$ cat src/rtl/core/kbw_pkg.sv
// Shared types, constants and coefficient table for the Kaiser-Bessel window evaluator.
package kbw_pkg;

   localparam int VAL_W     = 32;
   localparam int QUO_W     = 31;
   localparam int DIV_STEPS = 31;
   localparam int COEF_LEN  = 31;

   localparam logic [VAL_W-1:0] ONE_Q31  = 32'h8000_0000;
   localparam logic [63:0]      HALF_Q31 = 64'h0000_0000_4000_0000;

   typedef struct packed {
      logic valid;
      logic in_window;
   } kbw_ctl_type;

   typedef struct packed {
      logic             in_window;
      logic [VAL_W-1:0] value;
   } kbw_rsp_type;

   // series coefficients in Q0.32, lowest power first; zero past the table
   function automatic logic [VAL_W-1:0] kbw_coef(int k);
      logic [VAL_W-1:0] c;
      case (k)
         0:       c = 32'd11514021;
         1:       c = 32'd177560672;
         2:       c = 32'd684552183;
         3:       c = 32'd1172961673;
         4:       c = 32'd1130533954;
         5:       c = 32'd697370180;
         6:       c = 32'd298731241;
         7:       c = 32'd94016555;
         8:       c = 32'd22653960;
         9:       c = 32'd4312994;
         10:      c = 32'd665118;
         11:      c = 32'd84768;
         12:      c = 32'd9078;
         13:      c = 32'd828;
         14:      c = 32'd65;
         15:      c = 32'd4;
         default: c = '0;
      endcase
      return c;
   endfunction

endpackage

$ cat src/rtl/core/kbw_horner_stage.sv
// One Horner step: registered multiply, then round, shift and add the coefficient.
module kbw_horner_stage
   import kbw_pkg::*;
#(
   parameter logic [31:0] COEF = 32'd0
)
(
   input  logic              clock,
   input  logic              reset,
   input  logic              enable,
   input  kbw_ctl_type       ctl_i,
   input  logic [VAL_W-1:0]  acc_i,
   input  logic [VAL_W-1:0]  t_i,
   output kbw_ctl_type       ctl_o,
   output logic [VAL_W-1:0]  acc_o,
   output logic [VAL_W-1:0]  t_o
);

   kbw_ctl_type        ctl_mid_ff, ctl_ff;
   logic [2*VAL_W-1:0] prod_ff;
   logic [VAL_W-1:0]   t_mid_ff, t_ff;
   logic [VAL_W-1:0]   acc_ff, acc_in;
   logic [2*VAL_W-1:0] rnd;

   always_comb begin
      rnd    = prod_ff + HALF_Q31;
      acc_in = rnd[62:31] + COEF;
   end

   always_ff @(posedge clock) begin
      if (reset) begin
         ctl_mid_ff <= '0;
         ctl_ff     <= '0;
      end else if (enable) begin
         ctl_mid_ff <= ctl_i;
         ctl_ff     <= ctl_mid_ff;
      end
   end

   always_ff @(posedge clock) begin
      if (enable) begin
         prod_ff  <= acc_i * t_i;
         t_mid_ff <= t_i;
         acc_ff   <= acc_in;
         t_ff     <= t_mid_ff;
      end
   end

   assign ctl_o = ctl_ff;
   assign acc_o = acc_ff;
   assign t_o   = t_ff;

endmodule

$ cat config.mk
export PLATFORM = sky130hd
export DESIGN_NAME = kbw_horner_stage
export DESIGN_NICKNAME = d
export VERILOG_FILES = /design/src/rtl/core/kbw_pkg.sv /design/src/rtl/core/kbw_horner_stage.sv
export SDC_FILE = /design/constraint.sdc
export NUM_CORES = 2
export LEC_CHECK = 0
export BUFFER_PORTS_ARGS = -buffer_cell sky130_fd_sc_hd__buf_2
export CORE_MARGIN = 5
export CORE_UTILIZATION = 55
export CTS_BUF_LIST = sky130_fd_sc_hd__clkbuf_4
export DETAILED_ROUTE_END_ITERATION = 12
export GPL_TIMING_DRIVEN = 0
export PLACE_DENSITY = 0.69
export SLEW_MARGIN = 20
export SYNTH_ARGS = -nofsm -noshare
export SYNTH_HDL_FRONTEND = slang
export SYNTH_SLANG_ARGS = --single-unit
$ cat constraint.sdc
create_clock -name clock -period 8.4 [get_ports clock]
set_input_delay 0.84 -clock clock [delete_from_list [all_inputs] [get_ports clock]]
set_output_delay 0.84 -clock clock [all_outputs]
set_load 0.05 [all_outputs]
# --- Word level (Yosys, flattened, before mapping) ---
# Index checks and enable logic that the tools add are counted.
op_classes:
  addsub: 1
  n_mul: 1
op_table:
  columns: ["op", "n"]
  rows:
  - ["$add 63x31->63 const B", 1]
  - ["$mul 32x32->63", 1]
totals:
  reg_bits: 163
  output_inout_bits: 66
  inputBits: 69
  word_cells: 10

# --- Logic depth before layout (Yosys ltp) ---
logic_depth:
  depth_word: 1
  ltp_mapped: 28
  ltp_nobuf: 27

# --- Worst setup path before layout ---
# Ideal clock, no wire load.
synth_timing:
  path_kind: "input-to-reg"
  from: "input acc_i[29]"
  to: "register prod_ff[60], data pin"
  setup_ns: 0.280
  path_slack_ns: 0.585
  path_buffers: 1
  required_time_ns: 8.120
  arrival_time_ns: 7.535
  stages: 22
  path_cell_list: "clkbuf_1 nand2_1 fa_1 inv_1 fa_1 inv_1 fa_1 fa_1 inv_1 fa_1 fa_1 fa_1 fa_1 ha_1 nand4_2 or4_1 a31oi_1 o22ai_2 o41ai_4 a21bo_4 a21o_2 a311oi_2"
synth_via:
  elab_chain_len: 1
synth_rtl:
  columns: ["item", "line", "source"]
  rows:
  - ["start, declared", "kbw_horner_stage.sv:12", "input logic [VAL_W-1:0] acc_i,"]
  - ["$mul 32x32->63", "kbw_horner_stage.sv:42", "prod_ff <= acc_i * t_i;"]
  - ["end signal, assigned", "kbw_horner_stage.sv:42", null]
  - ["end, declared", "kbw_horner_stage.sv:20", "logic [2*VAL_W-1:0] prod_ff;"]
# Every way passes these cells.
# A chain may end at the register's enable or synchronous reset.

# --- Worst setup path in the final report ---
layout_timing:
  from: "input acc_i[20]"
  to: "register prod_ff[48], data pin"
# Same word-level chain as after synthesis.

==> run_results.csv <==
group,metric,value,unit
critical_path,cp.arrival,8.90,ns
finish,syn_to_final_growth,6.48,%
yosys,syn-instance-count,3812,
grt,overflow,0,
critical_path,critPathSlowestCell,"clkbuf_1",
routing,via_per_inst,5.76,
critical_path,path_class,"primary input to flip-flop",
cts,htree_num_levels,4,
critical_path,crit_required,8.91,ns
placed_design,port_buffers,134,
critical_path,setup.worst_path.start,"acc_i[20]",
critical_path,critPathMaxStageDelay,0.70,ns
yosys,syn_area,37100,µm²
routing,wl_met2,59000,µm
routing,route.detailed.drc,0,
cts,clock_sinks,133,
routing,top_layer,"met5",
critical_path,cp_max_fo,10,
grt,grt_usage,0.367,
hold_path,holdPathStages,2,
timing,setup_viol,0,
placed_design,gp_congestion,1.07,
run_status,outcome,"completed",
cts,cts_tree,"built",
timing,holdWs,0.265,ns
cts,numCtsBuffers,17,
yosys,ys_seq_area_frac,0.106,
grt,grt_max_degree,92,
placed_design,hpwl,109000,µm
routing,vias,28127,
floorplanning,coreArea,67000,µm²
timing,skew,0.0763,ns
cts,clock_latency,0.78,ns
critical_path,r2r_cells,8,
grt,grt_pass1_vias,29707,
yosys,synth_ff_type,"edfxtp_1",
timing,post-route-period-util,0.998,
yosys,yosysWarnings,0,
routing,routed-wl-met3,13200,µm
routing,ant_nets,0,
routing,drt_iter0_markers,2695,
timing,fmax,119,MHz
yosys,synth_area_per_cell,9.74,µm²
timing,period_needed,8.38,ns
floorplanning,die_area,72800,µm²
yosys,synth-edff-count,129,
floorplanning,row_count,95,
cts,clockBufferDepth,2,
critical_path,crit_path_frequent_cell,"fa_1",
critical_path,r2r-start,"prod_ff[32]",
cts,cts-root-buf,"clkbuf_4",
grt,grt_pass1_wl,193000,µm
critical_path,rrSetupSlack,5.85,ns
cts,path_clk_slew,0.17,ns
critical_path,critPathCapture,"prod_ff[48]",
grt,grt_antenna_before_repair,18,
yosys,synth_seq_cells,133,
timing,slew_headroom,0.283,
routing,routed_wl,132000,µm
finish,num-nets-final,5189,
finish,drive_gt1_frac,0.0786,
critical_path,startpoint_type,"primary input",
timing,tightest_slew,1.08,ns
run,drv_cap,0,
cts,hold_buffers,0,
routing,drt-pass1-iter-count,5,
floorplanning,dieWidth,270,µm
floorplanning,start_util,0.554,
hold_path,hold_class,"primary input to flip-flop",
critical_path,cp-end-kind,"flip-flop",
timing,hold_viol_final,0,
timing,rsz0062_at_grt,"true",
timing,final.setup.tns,0,ns
timing,drv_slew,0,
critical_path,crit_chain,"buf_2 -> clkbuf_1 -> and2_1 -> fa_1 -> fa_1 -> fa_1 -> inv_1 -> fa_1 -> inv_1 -> fa_1 -> fa_1 -> fa_1 -> fa_1 -> ha_1 -> a21oi_2 -> nand2_1 -> a211oi_1 -> o21ai_0 -> a21oi_2 -> o221ai_1 -> a311o_1 -> a21oi_1 -> xnor2_1",
yosys,async_flop_share,0,
critical_path,worstReg2RegEnd,"acc_o[26]",
routing,m1WireLength,46200,µm
floorplanning,die_h,270,µm
floorplanning,num_io_pins,135,
yosys,synth.distinct_cells,59,
yosys,synth_nets,5030,
routing,wl_per_cell,27.0,µm
[per-stage QoR]
| stage | std cells | util | setup slack (ns) | area (µm²) |
|---|---|---|---|---|
| detailed placement | 4821 | 0.581 | -1.66 | 38900 |
| global placement | 4819 | 0.580 | -2.33 | 38900 |
| floorplan | 3812 | - | 0.585 | 37100 |
| finish | 4884 | 0.590 | 0.0155 | 39500 |
| global route | 4860 | 0.589 | -0.0282 | 39500 |
| CTS | 4854 | 0.587 | 0.00203 | 39300 |
[cell type report]
type	instances	area [µm²]
antenna	27	67.6
buffer	199	915
clock buffer	17	128
clock inverter	15	165
fill	6062	27500
inverter	891	3340
multi-input combinational	2589	29100
sequential	133	3950
tap	873	1090
timing repair buffer	140	746
[routing by layer]
metal / vias up / global-route usage
met5: - / 0
met4: 2 / 0.266
met3: 554 / 0.0847
met2: 1730 / 0.578
met1: 14323 / 0.446
li1: 11518 / -
[sequential cells by signal (all words and copies together), names as in the netlist]
register    count
acc_o          32
prod_ff        33
ctl_o           2
t_o            32
t_mid_ff       32
ctl_mid_ff      2
[critical path, delay by kind of cell]
family | cells | cell delay [ns]
compound gates | 7 | 2.28
simple gates | 2 | 0.49
buf+inv | 4 | 0.98
fa+ha+maj | 9 | 4.18
xor+xnor | 1 | 0.09
[cells in the mapped netlist, types with 8 or more instances]
| cell | instances | area, µm² |
|---|---|---|
| a21o_1 | 24 | 180 |
| a21oi_1 | 58 | 290 |
| and2_1 | 594 | 3720 |
| and3_1 | 12 | 75.1 |
| clkbuf_1 | 196 | 736 |
| edfxtp_1 | 129 | 3870 |
| fa_1 | 894 | 17900 |
| ha_1 | 255 | 3190 |
| inv_1 | 891 | 3340 |
| nand2_1 | 475 | 1780 |
| nand3_1 | 28 | 140 |
| nand4_1 | 21 | 131 |
| nor2_1 | 28 | 105 |
| nor2b_1 | 8 | 50.1 |
| nor3_1 | 12 | 60.1 |
| o21a_1 | 8 | 60.1 |
| o21ai_0 | 25 | 125 |
| o21bai_1 | 11 | 82.6 |
| xnor2_1 | 51 | 447 |
| xor2_1 | 14 | 123 |
[kinds of logic after synthesis]
logic type,synth area share
adder cells (fa/ha/maj),0.568
XOR/XNOR,0.0153
buffers and inverters,0.110
flip-flops,0.106
AO/OA/AOI/OAI,0.0306
AND/OR/NAND/NOR,0.168
multiplexers,0.00165
[cells in the final DEF (no fill, tap or decap), types with 24 or more instances in the layout]
master	netlist	routed
a21o_1	24	24
a21oi_1	58	56
and2_1	594	594
buf_2	1	142
clkbuf_1	196	73
clkbuf_2	0	110
diode_2	0	27
edfxtp_1	129	129
fa_1	894	894
ha_1	255	255
inv_1	891	891
nand2_1	475	475
nand3_1	28	28
nor2_1	28	27
o21ai_0	25	24
xnor2_1	51	51
[worst min path at each step]
stage                                to  slack (ns)          from
after floorplan                  t_o[0]        0.40   t_mid_ff[0]
after global placement          t_o[28]        0.40  t_mid_ff[28]
after detailed placement         t_o[8]        0.40   t_mid_ff[8]
after CTS                 ctl_mid_ff[1]        0.22         reset
after global routing      ctl_mid_ff[1]        0.22         reset
final                     ctl_mid_ff[1]        0.27         reset
[what timing repair did]
item / in CTS / in global routing
pin swaps: 1 / 2
gates resized for setup: 68 / 160
gates cloned: 0 / 0
endpoints found under the setup margin: 23 / 18
setup buffers: 1 / 3
Power is not shown: default switching activity piles up to over one toggle a cycle in this logic, so the estimate is an artifact.
