[src/rtl/core/kbw_pkg.sv]
// Shared types, constants and coefficient table for the Kaiser-Bessel window evaluator.
package kbw_pkg;

   localparam int VAL_W     = 32;
   localparam int QUO_W     = 31;
   localparam int DIV_STEPS = 31;
   localparam int COEF_LEN  = 31;

   localparam logic [VAL_W-1:0] ONE_Q31  = 32'h8000_0000;
   localparam logic [63:0]      HALF_Q31 = 64'h0000_0000_4000_0000;

   typedef struct packed {
      logic valid;
      logic in_window;
   } kbw_ctl_type;

   typedef struct packed {
      logic             in_window;
      logic [VAL_W-1:0] value;
   } kbw_rsp_type;

   // series coefficients in Q0.32, lowest power first; zero past the table
   function automatic logic [VAL_W-1:0] kbw_coef(int k);
      logic [VAL_W-1:0] c;
      case (k)
         0:       c = 32'd11514021;
         1:       c = 32'd177560672;
         2:       c = 32'd684552183;
         3:       c = 32'd1172961673;
         4:       c = 32'd1130533954;
         5:       c = 32'd697370180;
         6:       c = 32'd298731241;
         7:       c = 32'd94016555;
         8:       c = 32'd22653960;
         9:       c = 32'd4312994;
         10:      c = 32'd665118;
         11:      c = 32'd84768;
         12:      c = 32'd9078;
         13:      c = 32'd828;
         14:      c = 32'd65;
         15:      c = 32'd4;
         default: c = '0;
      endcase
      return c;
   endfunction

endpackage

[src/rtl/core/kbw_out_buf.sv]
// Output register with one skid entry; stalls the pipeline while the skid entry is full.
module kbw_out_buf
   import kbw_pkg::*;
(
   input  logic        clock,
   input  logic        reset,
   input  logic        in_valid,
   input  kbw_rsp_type in_data,
   output logic        pipe_en,
   output logic        rsp_tvalid,
   input  logic        rsp_tready,
   output kbw_rsp_type rsp_data
);

   logic        out_valid_ff, out_valid_in;
   logic        skid_valid_ff, skid_valid_in;
   kbw_rsp_type out_ff, out_in;
   kbw_rsp_type skid_ff, skid_in;
   logic        take, push;

   always_comb begin
      take          = out_valid_ff & rsp_tready;
      push          = in_valid & ~skid_valid_ff;
      out_valid_in  = out_valid_ff;
      skid_valid_in = skid_valid_ff;
      out_in        = out_ff;
      skid_in       = skid_ff;
      if (skid_valid_ff) begin
         if (take) begin
            out_in        = skid_ff;
            skid_valid_in = 1'b0;
         end
      end else if (push) begin
         if (!out_valid_ff || take) begin
            out_in       = in_data;
            out_valid_in = 1'b1;
         end else begin
            skid_in       = in_data;
            skid_valid_in = 1'b1;
         end
      end else if (take) begin
         out_valid_in = 1'b0;
      end
   end

   always_ff @(posedge clock) begin
      if (reset) begin
         out_valid_ff  <= 1'b0;
         skid_valid_ff <= 1'b0;
      end else begin
         out_valid_ff  <= out_valid_in;
         skid_valid_ff <= skid_valid_in;
      end
   end

   always_ff @(posedge clock) begin
      out_ff  <= out_in;
      skid_ff <= skid_in;
   end

   assign pipe_en    = ~skid_valid_ff;
   assign rsp_tvalid = out_valid_ff;
   assign rsp_data   = out_ff;

endmodule

[config.mk]
export PLATFORM = sky130hd
export DESIGN_NAME = kbw_out_buf
export DESIGN_NICKNAME = d
export VERILOG_FILES = /design/src/rtl/core/kbw_pkg.sv /design/src/rtl/core/kbw_out_buf.sv
export SDC_FILE = /design/constraint.sdc
export NUM_CORES = 1
export LEC_CHECK = 0
export ABC_AREA = 0
export BUFFER_PORTS_ARGS = -buffer_cell sky130_fd_sc_hd__buf_2
export CAP_MARGIN = 20
export CORE_MARGIN = 10
export CORE_UTILIZATION = 51
export CTS_BUF_LIST = sky130_fd_sc_hd__clkbuf_16
export CTS_CLUSTER_DIAMETER = 120
export DETAILED_ROUTE_END_ITERATION = 8
export GPL_TIMING_DRIVEN = 1
export MAX_ROUTING_LAYER = met4
export PLACE_DENSITY = 0.78
export SETUP_SLACK_MARGIN = 0.02
export SKIP_CTS_REPAIR_TIMING = 1
export SLEW_MARGIN = 20
export SYNTH_ARGS = -nofsm -noshare
export SYNTH_HDL_FRONTEND = slang
export SYNTH_SLANG_ARGS = --single-unit
[constraint.sdc]
create_clock -name clock -period 3.3 [get_ports clock]
set_input_delay 0.33 -clock clock [delete_from_list [all_inputs] [get_ports clock]]
set_output_delay 0.33 -clock clock [all_outputs]
set_load 0.05 [all_outputs]
# ---- Yosys cells after proc, flatten, opt, wreduce, memory -nomap -nowiden
# Cells that the tools add are included.
dict set report totals {
  latch_bits 0
  output_inout_bits 35
  reg_bits 68
  rom_bits 0
  ramBits 0
  memories 0
}
dict set report op_classes {
  magnitude_cmp 0
  eq_ne 2
  shift 0
  mux 11
  n_reduce_logical 8
  div_mod_pow 0
  n_mul 0
  add_sub_neg 0
  bitwise 4
}
# cell n
set op_table {}
lappend op_table {{$mux 33} 4}
lappend op_table {{$reduce_and 3->1} 3}
lappend op_table {{$mux 1} 7}
lappend op_table {{$reduce_bool 2->1} 3}
lappend op_table {{$ne 2x1->1 const B} 2}
lappend op_table {{$and 1x1->1} 2}
lappend op_table {{$not 1->1} 2}
lappend op_table {{$logic_not 1->1} 1}
lappend op_table {{$logic_or 1x1->1} 1}

# ---- Logic depth before layout (Yosys ltp)
dict set report logic_depth {
  ltp_word 5
  ltp_mapped 4
  ltp_nobuf 2
}

# ---- Worst setup path after synthesis
# Ideal clock, no wire load.
dict set report synth_path {
  kind {register to register}
  start {register out_valid_ff (netlist: rsp_tvalid)}
  end {register out_ff, in the netlist rsp_data[0] (enable)}
  slack_ps 368
  setup_ps 434
  arrival_time_ps 2497
  path_stages_with_launch 3
  path_buffers 0
  required_ps 2866
  cell_sequence {dfxtp_1 -> mux2i_1 -> a21oi_1}
}
dict set report synth_between {
  elab_chain_len 4
  elab_cells_between_ends 6
}
# item line
set synth_rtl {}
lappend synth_rtl {{start, declared} kbw_out_buf.sv:15} ;# logic out_valid_ff, out_valid_in;
lappend synth_rtl {{start signal, assigned} kbw_out_buf.sv:51} ;# out_valid_ff <= out_valid_in;
lappend synth_rtl {{$and 1x1->1 or $logic_not 1->1 (tied branches)} {kbw_out_buf.sv:22, kbw_out_buf.sv:34}}
lappend synth_rtl {{$logic_or 1x1->1} kbw_out_buf.sv:34} ;# if (!out_valid_ff || take) begin
lappend synth_rtl {{$reduce_bool 2->1 (no line)} -}
lappend synth_rtl {{$reduce_and 3->1 (no line) *} -}
lappend synth_rtl {{end signal, assigned} kbw_out_buf.sv:57} ;# out_ff <= out_in;
lappend synth_rtl {{end, declared} kbw_out_buf.sv:17} ;# kbw_rsp_type out_ff, out_in;
# Mark *: on every way between the ends. The rest lies on a longest branch, timed or not.
# A chain may end at the register's enable or synchronous reset.

# ---- Worst setup path after layout
dict set report layout_path {
  start {register skid_valid_ff}
  end {register skid_ff[8] in the netlist's numbering (enable)}
}
dict set report layout_between {
  elab_chain_len 3
}
# item line
set layout_rtl {}
lappend layout_rtl {{start, declared} kbw_out_buf.sv:16} ;# logic skid_valid_ff, skid_valid_in;
lappend layout_rtl {{start signal, assigned} kbw_out_buf.sv:52} ;# skid_valid_ff <= skid_valid_in;
lappend layout_rtl {{$not 1->1 (no line) *} -}
lappend layout_rtl {{$and 1x1->1} kbw_out_buf.sv:23} ;# push = in_valid & ~skid_valid_ff;
lappend layout_rtl {{$reduce_and 3->1 (no line) *} -}
lappend layout_rtl {{end signal, assigned} kbw_out_buf.sv:58} ;# skid_ff <= skid_in;
lappend layout_rtl {{end, declared} kbw_out_buf.sv:18} ;# kbw_rsp_type skid_ff, skid_in;
# Marked as above.

==> results.yml <==
run_status:
  status: "completed"
global_route:
  grt_util_met1: 0.144
  grt_pass1_wl_um: 7930
  grt_pass1_vias: 1459
  use_met2: 0.191
  grt_max_degree: 24
  overflow: 0
  grt_usage: 0.130
  met3_usage: 0.0599
  grt-busiest-layer: "met2"
  antenna_found_initial: 0
synth:
  netlist_area_um2: 2560
  ys_ff_latch: 68
  yosysSeqAreaShare: 0.788
  yosysWarnings: 0
  synth_area_leader_cell: "edfxtp_1"
  yosysTopAreaCellShare: 0.773
  synthCells: 116
  syn_area_per_cell_um2: 22.1
  yosys.cell_types.count: 15
  synthTopCellsByArea: "edfxtp_1 (77%), mux2_4 (9.4%), mux2_2 (7.5%), dfxtp_1 (1.6%), buf_6 (0.88%)"
  syn-num-nets: 153
finish:
  antenna_cells: 0
  nets: 234
  fin_cells: 269
  areaGrowthSynthToFinish_pct: 29.3
  fill_cells: 311
  drive_gt1_frac: 0.604
flow_run:
  cap_violations: 0
sta:
  drv_slew: 0
  max_freq_mhz: 471
  setup_viol: 0
  rsz0062_at_grt: "no"
  worst_slew_pin_slew_ps: 734
  setup_tns_ps: 0
  slew_headroom: 0.511
  finClkSkew_ps: 5.06
  min_period_ps: 2120
  hold_viol: 0
  final.period_utilization: 0.643
power_and_ir_drop:
  sw_frac_of_total: 0.238
  p_switching_w: 0.000547
  leakagePower_nw: 1.29
  p_seq_frac: 0.449
  vdd_drop_max_mv: 0.528
  p_comb_frac: 0.126
  p_int_w: 0.00175
  power.share.clock: 0.425
  power_density_nw_per_um2: 692
cts:
  clk_path_buf_depth: 2
  cts_buffers: 9
  worstSkewPairLatency_ps: 330
  cts_tree: "built"
  h-tree-depth: 3
  cts.sinks: 68
  clk_pin_slew_worst_paths_ps: 50
  cts_root_buffer: "clkbuf_16"
setup_path:
  criticalPathCategory: "flop to flop"
  start_kind: "flop"
  worst-r2r-setup-slack_ps: 1180
  slowest_delay_ps: 680
  worstPathArrival_ps: 2150
  r2r_cells: 4
  r2r_start: "skid_valid_ff$_SDFF_PP0_"
  r2r_end: "skid_ff[8]$_DFFE_PP_"
  endpoint_kind: "flop"
  slowest_stage: "and4_1"
  crit_chain: "buf_4 -> inv_1 -> and4_1 -> buf_12"
  critPathRequiredTime_ps: 3330
  cp_max_fo: 23
die:
  dieHeight_um: 90.9
  coreArea_um2: 4790
  fp-row-count: 25
  io_pins: 72
  dieArea_um2: 8270
  die_w_um: 90.9
  start_util: 0.536
route:
  dr.pass1.iters: 4
  drt.antenna.violating_nets: 0
  wl_per_cell_um: 18.9
  routed_wl_um: 5090
  vias: 1333
  drtIter0Drc: 106
  drc: 0
  viasPerCell: 4.96
placed_design:
  dp.cells: 253
  place_congestion: 0.700
  dp.final_hpwl_um: 3550
  portBuffers: 71
min_path:
  min-delay-path-class: "input pin to flop"
  hold_start: "in_data[24]"
  hold_end: "skid_ff[24]$_DFFE_PP_"
  whs_path_depth: 1
==> area by class of cell <==
cell class	instances	area [um2]	area share
clock inverters	7	81.3	0.0245
flip-flops and latches	68	2020	0.610
inverters	3	11.3	0.00340
clock buffers	9	225	0.0679
multi-input cells	41	500	0.151
well taps	67	83.8	0.0253
repair buffers	74	390	0.118
==> critical path, delay by kind of cell (launching register included) <==
kind	cells	cell delay [ps]
simple gates	1	680
buf+inv	3	680
flops	1	460
==> sequential cells by signal, summed over array words and instances, names as in the netlist <==
signal,flops
rsp_data,33
rsp_tvalid,1
skid_ff,33
skid_valid_ff,1
==> cell families after synthesis <==
group	synth area share
AO/OA/AOI/OAI	0.0102
buffers and inverters	0.0210
flip-flops	0.788
multiplexers	0.172
AND/OR/NAND/NOR	0.00830
==> cells in the final DEF, fill, tap and decap left out, types with 2 or more instances in the layout <==
cell and count:
bufinv_16 2, edfxtp_1 66, clkbuf_16 9, mux2_4 16
mux2_2 17, inv_1 3, clkinv_1 3, buf_4 2
clkinv_2 2, buf_2 71
==> per-stage QoR <==
stage                     total power (W)  cell area [um2]  utilization  hold slack [ps]  worst slack [ps]
after floorplan                   0.00126             2560            -              408               368
after global placement            0.00133             3010        0.629              522              1320
after detailed placement          0.00134             3010        0.629              524              1210
after CTS                         0.00231             3320        0.693              182              1160
after global routing              0.00237             3320        0.693              185              1080
final                             0.00230             3320        0.693              192              1180
==> metal layers <==
metal / vias up / routed length, um
met5: - / 0
met4: 0 / 104
met3: 11 / 442
met2: 69 / 2300
met1: 629 / 2240
li1: 624 / -
==> worst max-delay path by stage <==
| stage | startpoint | to | slack (ps) |
|---|---|---|---|
| 2_1_floorplan | rsp_tvalid$_SDFFE_PP0P_ | rsp_data[0]$_DFFE_PP_ | 370 |
| 3_3_place_gp | skid_valid_ff$_SDFF_PP0_ | skid_ff[28]$_DFFE_PP_ | 1320 |
| 3_5_place_dp | skid_valid_ff$_SDFF_PP0_ | skid_ff[28]$_DFFE_PP_ | 1210 |
| 4_1_cts | skid_valid_ff$_SDFF_PP0_ | skid_ff[31]$_DFFE_PP_ | 1160 |
| 5_1_grt | skid_valid_ff$_SDFF_PP0_ | skid_ff[30]$_DFFE_PP_ | 1080 |
| 6_report | skid_valid_ff$_SDFF_PP0_ | skid_ff[8]$_DFFE_PP_ | 1180 |
==> cell usage after synthesis, drive strengths merged <==
cell    instances
nor2b           1
dfxtp           2
mux2           33
and4            1
nand2b          1
edfxtp         66
mux2i           1
buf             4
inv             3
a211oi          1
a21oi           2
o32ai           1
==> power by group through the flow <==
| stage | clock network, W | logic [W] | registers, W |
|---|---|---|---|
| after floorplan | 0 | 0.0000828 | 0.00117 |
| final | 0.000975 | 0.000289 | 0.00103 |
| after global placement | 0 | 0.000286 | 0.00105 |
| after detailed placement | 0 | 0.000291 | 0.00105 |
| after global routing | 0.00103 | 0.000305 | 0.00104 |
| after CTS | 0.000988 | 0.000293 | 0.00103 |
Power figures use the tool's default switching activity.
