--- config.mk ---
export PLATFORM = sky130hd
export DESIGN_NAME = kbw_div_stage
export DESIGN_NICKNAME = d
export VERILOG_FILES = /design/src/rtl/core/kbw_pkg.sv /design/src/rtl/core/kbw_div_stage.sv
export SDC_FILE = /design/constraint.sdc
export NUM_CORES = 1
export LEC_CHECK = 0
export BUFFER_PORTS_ARGS = -buffer_cell sky130_fd_sc_hd__buf_4
export CAP_MARGIN = 20
export CELL_PAD_IN_SITES_DETAIL_PLACEMENT = 0
export CELL_PAD_IN_SITES_GLOBAL_PLACEMENT = 1
export CORE_ASPECT_RATIO = 1.4
export CORE_MARGIN = 1
export CORE_UTILIZATION = 35
export DETAILED_ROUTE_END_ITERATION = 6
export MAX_ROUTING_LAYER = met4
export PLACE_DENSITY_LB_ADDON = 0.08
export SLEW_MARGIN = 20
export SYNTH_ARGS = -nofsm -noshare
export SYNTH_HDL_FRONTEND = slang
export SYNTH_SLANG_ARGS = --single-unit
--- constraint.sdc ---
create_clock -name clock -period 6.3 [get_ports clock]
set_input_delay 0.63 -clock clock [delete_from_list [all_inputs] [get_ports clock]]
set_output_delay 0.63 -clock clock [all_outputs]
set_load 0.005 [all_outputs]
--- src/rtl/core/kbw_pkg.sv ---
// Shared types, constants and coefficient table for the Kaiser-Bessel window evaluator.
package kbw_pkg;

   localparam int VAL_W     = 32;
   localparam int QUO_W     = 31;
   localparam int DIV_STEPS = 31;
   localparam int COEF_LEN  = 31;

   localparam logic [VAL_W-1:0] ONE_Q31  = 32'h8000_0000;
   localparam logic [63:0]      HALF_Q31 = 64'h0000_0000_4000_0000;

   typedef struct packed {
      logic valid;
      logic in_window;
   } kbw_ctl_type;

   typedef struct packed {
      logic             in_window;
      logic [VAL_W-1:0] value;
   } kbw_rsp_type;

   // series coefficients in Q0.32, lowest power first; zero past the table
   function automatic logic [VAL_W-1:0] kbw_coef(int k);
      logic [VAL_W-1:0] c;
      case (k)
         0:       c = 32'd11514021;
         1:       c = 32'd177560672;
         2:       c = 32'd684552183;
         3:       c = 32'd1172961673;
         4:       c = 32'd1130533954;
         5:       c = 32'd697370180;
         6:       c = 32'd298731241;
         7:       c = 32'd94016555;
         8:       c = 32'd22653960;
         9:       c = 32'd4312994;
         10:      c = 32'd665118;
         11:      c = 32'd84768;
         12:      c = 32'd9078;
         13:      c = 32'd828;
         14:      c = 32'd65;
         15:      c = 32'd4;
         default: c = '0;
      endcase
      return c;
   endfunction

endpackage

--- src/rtl/core/kbw_div_stage.sv ---
// One quotient bit of the pipelined restoring divider.
module kbw_div_stage
   import kbw_pkg::*;
(
   input  logic              clock,
   input  logic              reset,
   input  logic              enable,
   input  logic [VAL_W-1:0]  divisor,
   input  kbw_ctl_type       ctl_i,
   input  logic [VAL_W-1:0]  rem_i,
   input  logic [QUO_W-1:0]  quo_i,
   output kbw_ctl_type       ctl_o,
   output logic [VAL_W-1:0]  rem_o,
   output logic [QUO_W-1:0]  quo_o
);

   kbw_ctl_type      ctl_ff;
   logic [VAL_W-1:0] rem_ff, rem_in;
   logic [QUO_W-1:0] quo_ff, quo_in;
   logic [VAL_W:0]   rem2;
   logic [VAL_W:0]   diff;
   logic             ge;

   always_comb begin
      rem2   = {rem_i, 1'b0};
      diff   = rem2 - {1'b0, divisor};
      ge     = rem2 >= {1'b0, divisor};
      rem_in = ge ? diff[VAL_W-1:0] : rem2[VAL_W-1:0];
      quo_in = {quo_i[QUO_W-2:0], ge};
   end

   always_ff @(posedge clock) begin
      if (reset) begin
         ctl_ff <= '0;
      end else if (enable) begin
         ctl_ff <= ctl_i;
      end
   end

   always_ff @(posedge clock) begin
      if (enable) begin
         rem_ff <= rem_in;
         quo_ff <= quo_in;
      end
   end

   assign ctl_o = ctl_ff;
   assign rem_o = rem_ff;
   assign quo_o = quo_ff;

endmodule

==> After elaboration in Yosys (flattened, before gate mapping) <==
Cells that the tools add are included.
{ "totals": {"reg_bits": 65, "input_bits": 100, "out_inout_bits": 65, "wordCells": 8} }
{ "op_classes": {"add_sub_neg": 1, "n_lt_le_gt_ge": 1, "muxes": 1} }
{ "ops": {"columns": ["operator", "n"], "rows": [
  ["33-bit by 32-bit >= comparator with 1-bit output", 1],
  ["32-bit two-way mux", 1],
  ["32-bit subtractor", 1]
]} }

==> Depth between registers and ports, before layout <==
Gate-level depths: netlist of the first run.
{ "logic_depth": {"word_depth": 2, "mapped_depth": 13, "ltp_nobuf": 11} }

==> Worst setup path after synthesis of the first run <==
Ideal clock, no wire load.
{ "synth_timing": {"path_type": "input -> register", "from": "in divisor[16]", "to": "reg rem_ff[31] (netlist: rem_o[31]), data pin", "setup_time_ns": 0.255, "t_arrival_ns": 2.644, "required_ns": 6.045, "setup_slack_ns": 3.401, "stages": 11, "path_cell_list": "inv_1 ha_1 buf_6 a21oi_4 nand2_1 o221a_1 or3_1 o221ai_1 a311oi_1 or3_1 a31o_1"} }
{ "synth_via": {"elab_chain_len": 2, "elab_cells_between_ends": 3, "classes_between": "add/sub (1); order compare (1); mux (1)"} }
{ "synth_rtl": {"columns": ["item", "line", "source"], "rows": [
  ["start, declared", "kbw_div_stage.sv:8", "input logic [VAL_W-1:0] divisor,"],
  ["32-bit subtractor / 33-bit by 32-bit >= comparator with 1-bit output (equally long branches)", "kbw_div_stage.sv:26, kbw_div_stage.sv:27", null],
  ["32-bit two-way mux (*)", "kbw_div_stage.sv:28", "rem_in = ge ? diff[VAL_W-1:0] : rem2[VAL_W-1:0];"],
  ["named net rem_in[31]", "kbw_div_stage.sv:18", "logic [VAL_W-1:0] rem_ff, rem_in;"],
  ["end signal, assigned", "kbw_div_stage.sv:42", "rem_ff <= rem_in;"],
  ["end, declared", "kbw_div_stage.sv:18", null]
]} }
Mark *: on every way through the listed nets, which the timed path passes. The rest lies on a longest branch.
A chain may end at the register's enable or synchronous reset.

==> Worst setup path after layout of the first run <==
{ "layout_timing": {"from": "in divisor[2]", "to": "reg rem_ff[16] (netlist: rem_o[16]), data pin"} }
The elaborated chain is that of the path after synthesis.

==> results of run 1 <==
## logic make-up (layout without fill, tap and decap cells)
kind of cell | Yosys count | count (layout) | share of synthesized area, %
AO/OA/AOI/OAI | 120 | 120 | 18.8
flip-flops | 65 | 65 | 44.4
AND/OR/NAND/NOR | 116 | 116 | 13.3
multiplexers | 10 | 10 | 2.53
adder cells (fa/ha/maj) | 33 | 33 | 9.65
buffers and inverters | 58 | 218 | 5.75
XOR/XNOR | 28 | 28 | 5.63
## power breakdown
part | internal, mW | switching (mW) | total (mW)
sequential | 0.539 | 0.0136 | 0.552
clock | 0.391 | 0.198 | 0.589
combinational | 0.201 | 0.193 | 0.395
## critical path: cells and delay by family
kind / cells / cell delay, ns
buffers and inverters: 3 / 0.59
AND/OR/NAND/NOR: 2 / 0.42
multiplexers: 1 / 0.38
AO/OA/AOI/OAI: 4 / 0.85
adder cells (fa/ha/maj): 1 / 0.37
## path summary, 6_finish.rpt
kind / start / end / slack [ns] / depth (start not counted)
max: divisor[2] / rem_o[16] / 3.11 / 11
min: reset / ctl_o[0] / 0.47 / 2
max reg2reg: ctl_o[1] / ctl_o[1] / 5.70 / 2
min reg2reg: ctl_o[0] / ctl_o[0] / 0.52 / 2
## state kept, by name, summed over array words and instances, names as in the netlist
name,flops
ctl_o,2
quo_o,31
rem_o,32
## layout by cell type (no fill, tap or decap), types with 2 or more instances in the layout
cell,count
a211oi_1,4
a21o_1,12
a21oi_1,44
a311oi_1,2
a31oi_1,4
and2_1,3
and3_1,3
buf_4,164
bufinv_16,3
clkbuf_16,9
clkinv_4,2
dfxtp_1,2
edfxtp_1,63
ha_1,32
inv_1,38
inv_6,2
mux2_1,7
mux2i_1,2
nand2_1,24
nand2b_1,2
nand3_1,9
nand4_1,10
nand4b_1,2
nor2_1,43
nor2b_1,3
nor3_1,3
nor4_1,2
o211ai_1,4
o21a_1,3
o21ai_0,15
o21ai_1,6
o21bai_1,3
or3_1,4
xnor2_1,14
xor2_1,14
## cell type report
class	instances	area share, %
multi-input combinational	307	36.3
clock inverter	7	2.08
clock buffer	9	3.74
inverter	38	2.37
tap	147	3.05
sequential	65	32.1
timing repair buffer	164	20.4
## per-layer routing
| metal | track usage [%] | wire (um) | up-vias |
|---|---|---|---|
| li1 | - | - | 1883 |
| met1 | 20.2 | 4510 | 1713 |
| met2 | 32.0 | 5900 | 114 |
| met3 | 3.57 | 647 | 11 |
| met4 | 5.80 | 172 | 0 |
| met5 | - | 0 | - |
## per-stage QoR
stage               power, mW  hold WS (ns)  std cells
finish                   1.54         0.469        737
global route             1.62         0.456        737
CTS                      1.56         0.458        737
detailed placement      0.960         0.508        721
global placement        0.956         0.479        721
floorplan               0.781         0.485        430
==> flow_summary.ini, run 1 <==
[power]
vdd_drop_max_mv = 0.112
power_density_nw_per_um2 = 255
leakage_nw = 2.71

[cts]
cts_tree = built
htreeDepth = 3
cts_resized = 0
clock-root-buffer = clkbuf_16
clk_pin_slew_worst_paths_ns = 0.06
numCtsBuffers = 9
cts.sinks = 65
clockBufferDepth = 2
worst_skew_pair.late_latency_ns = 0.32
cts_hold_buf = 0
cts_setup_buffers = 0

[worst_setup_path]
cp_max_fo = 56
critPathKind = primary input to flop
crit_chain = buf_4 -> inv_1 -> ha_1 -> nand2_1 -> o21ai_1 -> a221oi_1 -> nor2_1 -> o21ai_1 -> o21ai_4 -> buf_4 -> mux2_1
cp_data_arrival_time_ns = 3.27
worstPathRequired_ns = 6.38
cpPeakStageDelay_ns = 0.47
endpoint_kind = flop
critPathLaunchType = primary input
crit_slowest_cell = buf_4

[floorplanning]
coreArea_um2 = 12000
dieArea_um2 = 12900
io_pins = 165
placementRows = 47
initial_core_util_pct = 36.3
die_x_um = 96.3
die_y_um = 134

[global_routing]
grt.total_usage_pct = 18.2
grt_overflow = 0
grt_max_degree = 66
antenna_found_initial = 0
grt_pass1_vias = 3633
grt_pass1_wl_um = 17500

[timing]
fin_crit_sh_pct = 50.7
slew_violations = 0
fin_tns_setup_ns = 0
min_period_ns = 3.19
max_freq_mhz = 313
rsz0062_at_grt = no
setup_viol = 0
fin_skew_ns = 0
max_slew_margin_pct = 43.0
worst_pin_slew_ns = 0.855
hold_viol_final = 0
finalWorstSetupSlack_ns = 3.11

[drt]
drc_errors = 0
viasPerCell = 5.05
drt_wl_total_um = 11200
firstDrtPassIters = 4
wl_per_cell_um = 15.2
drt_iter0_markers = 115
vias = 3721
drtAntennaViolNets = 0

[logic_synthesis]
yosysUniqueCellTypes = 66
yosysMostFrequentCell = edfxtp_1
synth_area_um2 = 4360
synth_area_per_cell_um2 = 10.1
yosysWarnings = 0
synthTopCellsByCount = edfxtp_1, a21oi_1, nor2_1, inv_1, ha_1
synthTopCellsByArea = edfxtp_1, ha_1, a21oi_1
ys.flop_type = edfxtp_1
synth.net_count = 563
ys_ff_latch = 65
yosys.area.top_type = edfxtp_1
synth_edf_count = 63
synth_top_area_share_pct = 43.4
async_flop_share_pct = 0
synth.yosys.seq_area_share_pct = 44.4
synth_cells = 430

[job]
drv_cap = 0

[min_path]
hp-class = primary input to flop

[placed_design]
globalplace.congestion = 0.864
place_hpwl_um = 8690
dp_worst_setup_slack_ns = 2.71
io_buffers = 163
post_dp_cell_area_um2 = 5670

[cells_and_area]
final_core_utilization_pct = 50.2
fin_area_um2 = 6020
insertedDiodeCount = 0
register_area_um2 = 1930
fin_nets = 718
multi_input_area_um2 = 2180
drive_gt1_share_pct = 33.4
syn2layout_area_growth_pct = 38.3
fillers = 1152

[run_status]
outcome = complete, no violations
(Power assumes the default switching activity.)
==> run 2, diff against run 1 <==
- clock period: 6.3 -> 3.2 ns (I/O delays scaled with it)
==> run 2 against run 1 <==
  * Non-clock buffer count is 27 higher
  * Register-to-register slack worse by 3.1 ns
  * Power grew 100%
  * Hold slack worse by 0.32 ns
  * Clock power grew 99%
  * Critical endpoint is now rem_o[30]
  * Final cell count up 3.7%
  * Combinational power increased by 110%
  * Setup slack worse by 2.6 ns
==> flow_summary.ini, run 2 (synthesized netlist as in run 1, its figures left out) <==
[run_status]
outcome = complete, no violations

[cells_and_area]
mostFrequentLayoutCells = buf_4, edfxtp_1, a21oi_1
register_area_um2 = 1930
multi_input_area_um2 = 2180
syn2layout_area_growth_pct = 43.3
final_common_cell = buf_4
drive_gt1_share_pct = 36.3
final_core_utilization_pct = 52.0
fillers = 1121
fin_nets = 745
fin_area_um2 = 6240
largest_reg_flops = 32
insertedDiodeCount = 0
stdcell_count = 764

[worst_setup_path]
cp_max_fo = 18
endpoint_kind = flop
path_buf_inv = 2
crit_slowest_cell = o21ai_4
crit_chain = buf_4 -> ha_1 -> and2_4 -> and3_1 -> a221oi_1 -> nor2_1 -> o21ai_1 -> buf_4 -> o21ai_4 -> mux2_2
cp_data_arrival_time_ns = 2.83
cpPeakStageDelay_ns = 0.52
cpLargestDelayFamily = compound AO/OA/AOI/OAI gates
critPathKind = primary input to flop
crit_top_cell = buf_4
critPathLaunchType = primary input
worstPathRequired_ns = 3.28

[placed_design]
io_buffers = 163
post_dp_cell_area_um2 = 5890
globalplace.congestion = 0.863
dp_worst_setup_slack_ns = 0.0873
place_hpwl_um = 9430
dp.cells = 748

[timing]
max_freq_mhz = 365
slew_violations = 0
fin_tns_setup_ns = 0
finalWorstSetupSlack_ns = 0.459
fin_crit_sh_pct = 85.7
min_period_ns = 2.74
max_slew_margin_pct = 42.9
hold_slack_ns = 0.146
worst_pin_slew_ns = 0.856
fin_skew_ns = 0
rsz0062_at_grt = no
hold_viol_final = 0
setup_viol = 0

[cts]
numCtsBuffers = 9
htreeDepth = 3
clk_pin_slew_worst_paths_ns = 0.06
cts_setup_buffers = 0
worst_skew_pair.late_latency_ns = 0.33
cts_tree = built
clockBufferDepth = 2
clock-root-buffer = clkbuf_16
cts_hold_buf = 0
cts.sinks = 65
cts_resized = 0

[drt]
drt_wl_total_um = 11800
drc_errors = 0
drt_iter0_markers = 114
wl_per_cell_um = 15.5
drtAntennaViolNets = 0
vias = 3887
firstDrtPassIters = 5
viasPerCell = 5.09

[global_routing]
grt_overflow = 0
antenna_found_initial = 0
grt_max_degree = 66
grt.total_usage_pct = 19.0
grt_pass1_wl_um = 18300
grt_pass1_vias = 3856

[floorplanning]
die_y_um = 134
coreArea_um2 = 12000
io_pins = 165
initial_core_util_pct = 36.3
placementRows = 47
dieArea_um2 = 12900
die_x_um = 96.3

[min_path]
hp-class = primary input to flop

[power]
power_mw = 3.09
power_density_nw_per_um2 = 495
vdd_drop_max_mv = 0.260
leakage_nw = 2.84

[job]
drv_cap = 0
## run 2: cell count changes in the layout (fill, tap and decap cells not counted)
cell / before / now
inv_6: 2 / 0
inv_8: 0 / 1
buf_12: 0 / 1
clkinv_4: 2 / 3
buf_4: 164 / 190
## run 2: final timing paths
check         endpoint      from  slack, ns  cells after the start
max          rem_o[30]  rem_i[4]       0.46                     10
min reg2reg   ctl_o[0]  ctl_o[0]       0.51                      2
min           ctl_o[0]     reset       0.15                      2
max reg2reg   ctl_o[1]  ctl_o[1]       2.60                      2
## run 2: layout make-up
class                   instances  area share, %
well taps                     147           2.95
clock inverters                 7           2.04
clock buffers                   9           3.61
repair buffers                191           23.2
multi-input cells             307           35.0
inverters                      38           2.29
flip-flops and latches         65           30.9
## run 2: report_power, final
part	internal, mW	switching (mW)	leakage, nW
logic	0.434	0.399	2.03
clock network	0.770	0.401	0.172
registers	1.06	0.0258	0.634
## run 2: layer usage
layer | part of all wire [%] | track usage, % | vias up
met4 | 2.0 | 6.72 | 0
li1 | - | - | 1941
met3 | 5.6 | 3.29 | 19
met2 | 54 | 35.1 | 118
met5 | 0 | - | -
met1 | 38 | 19.7 | 1809
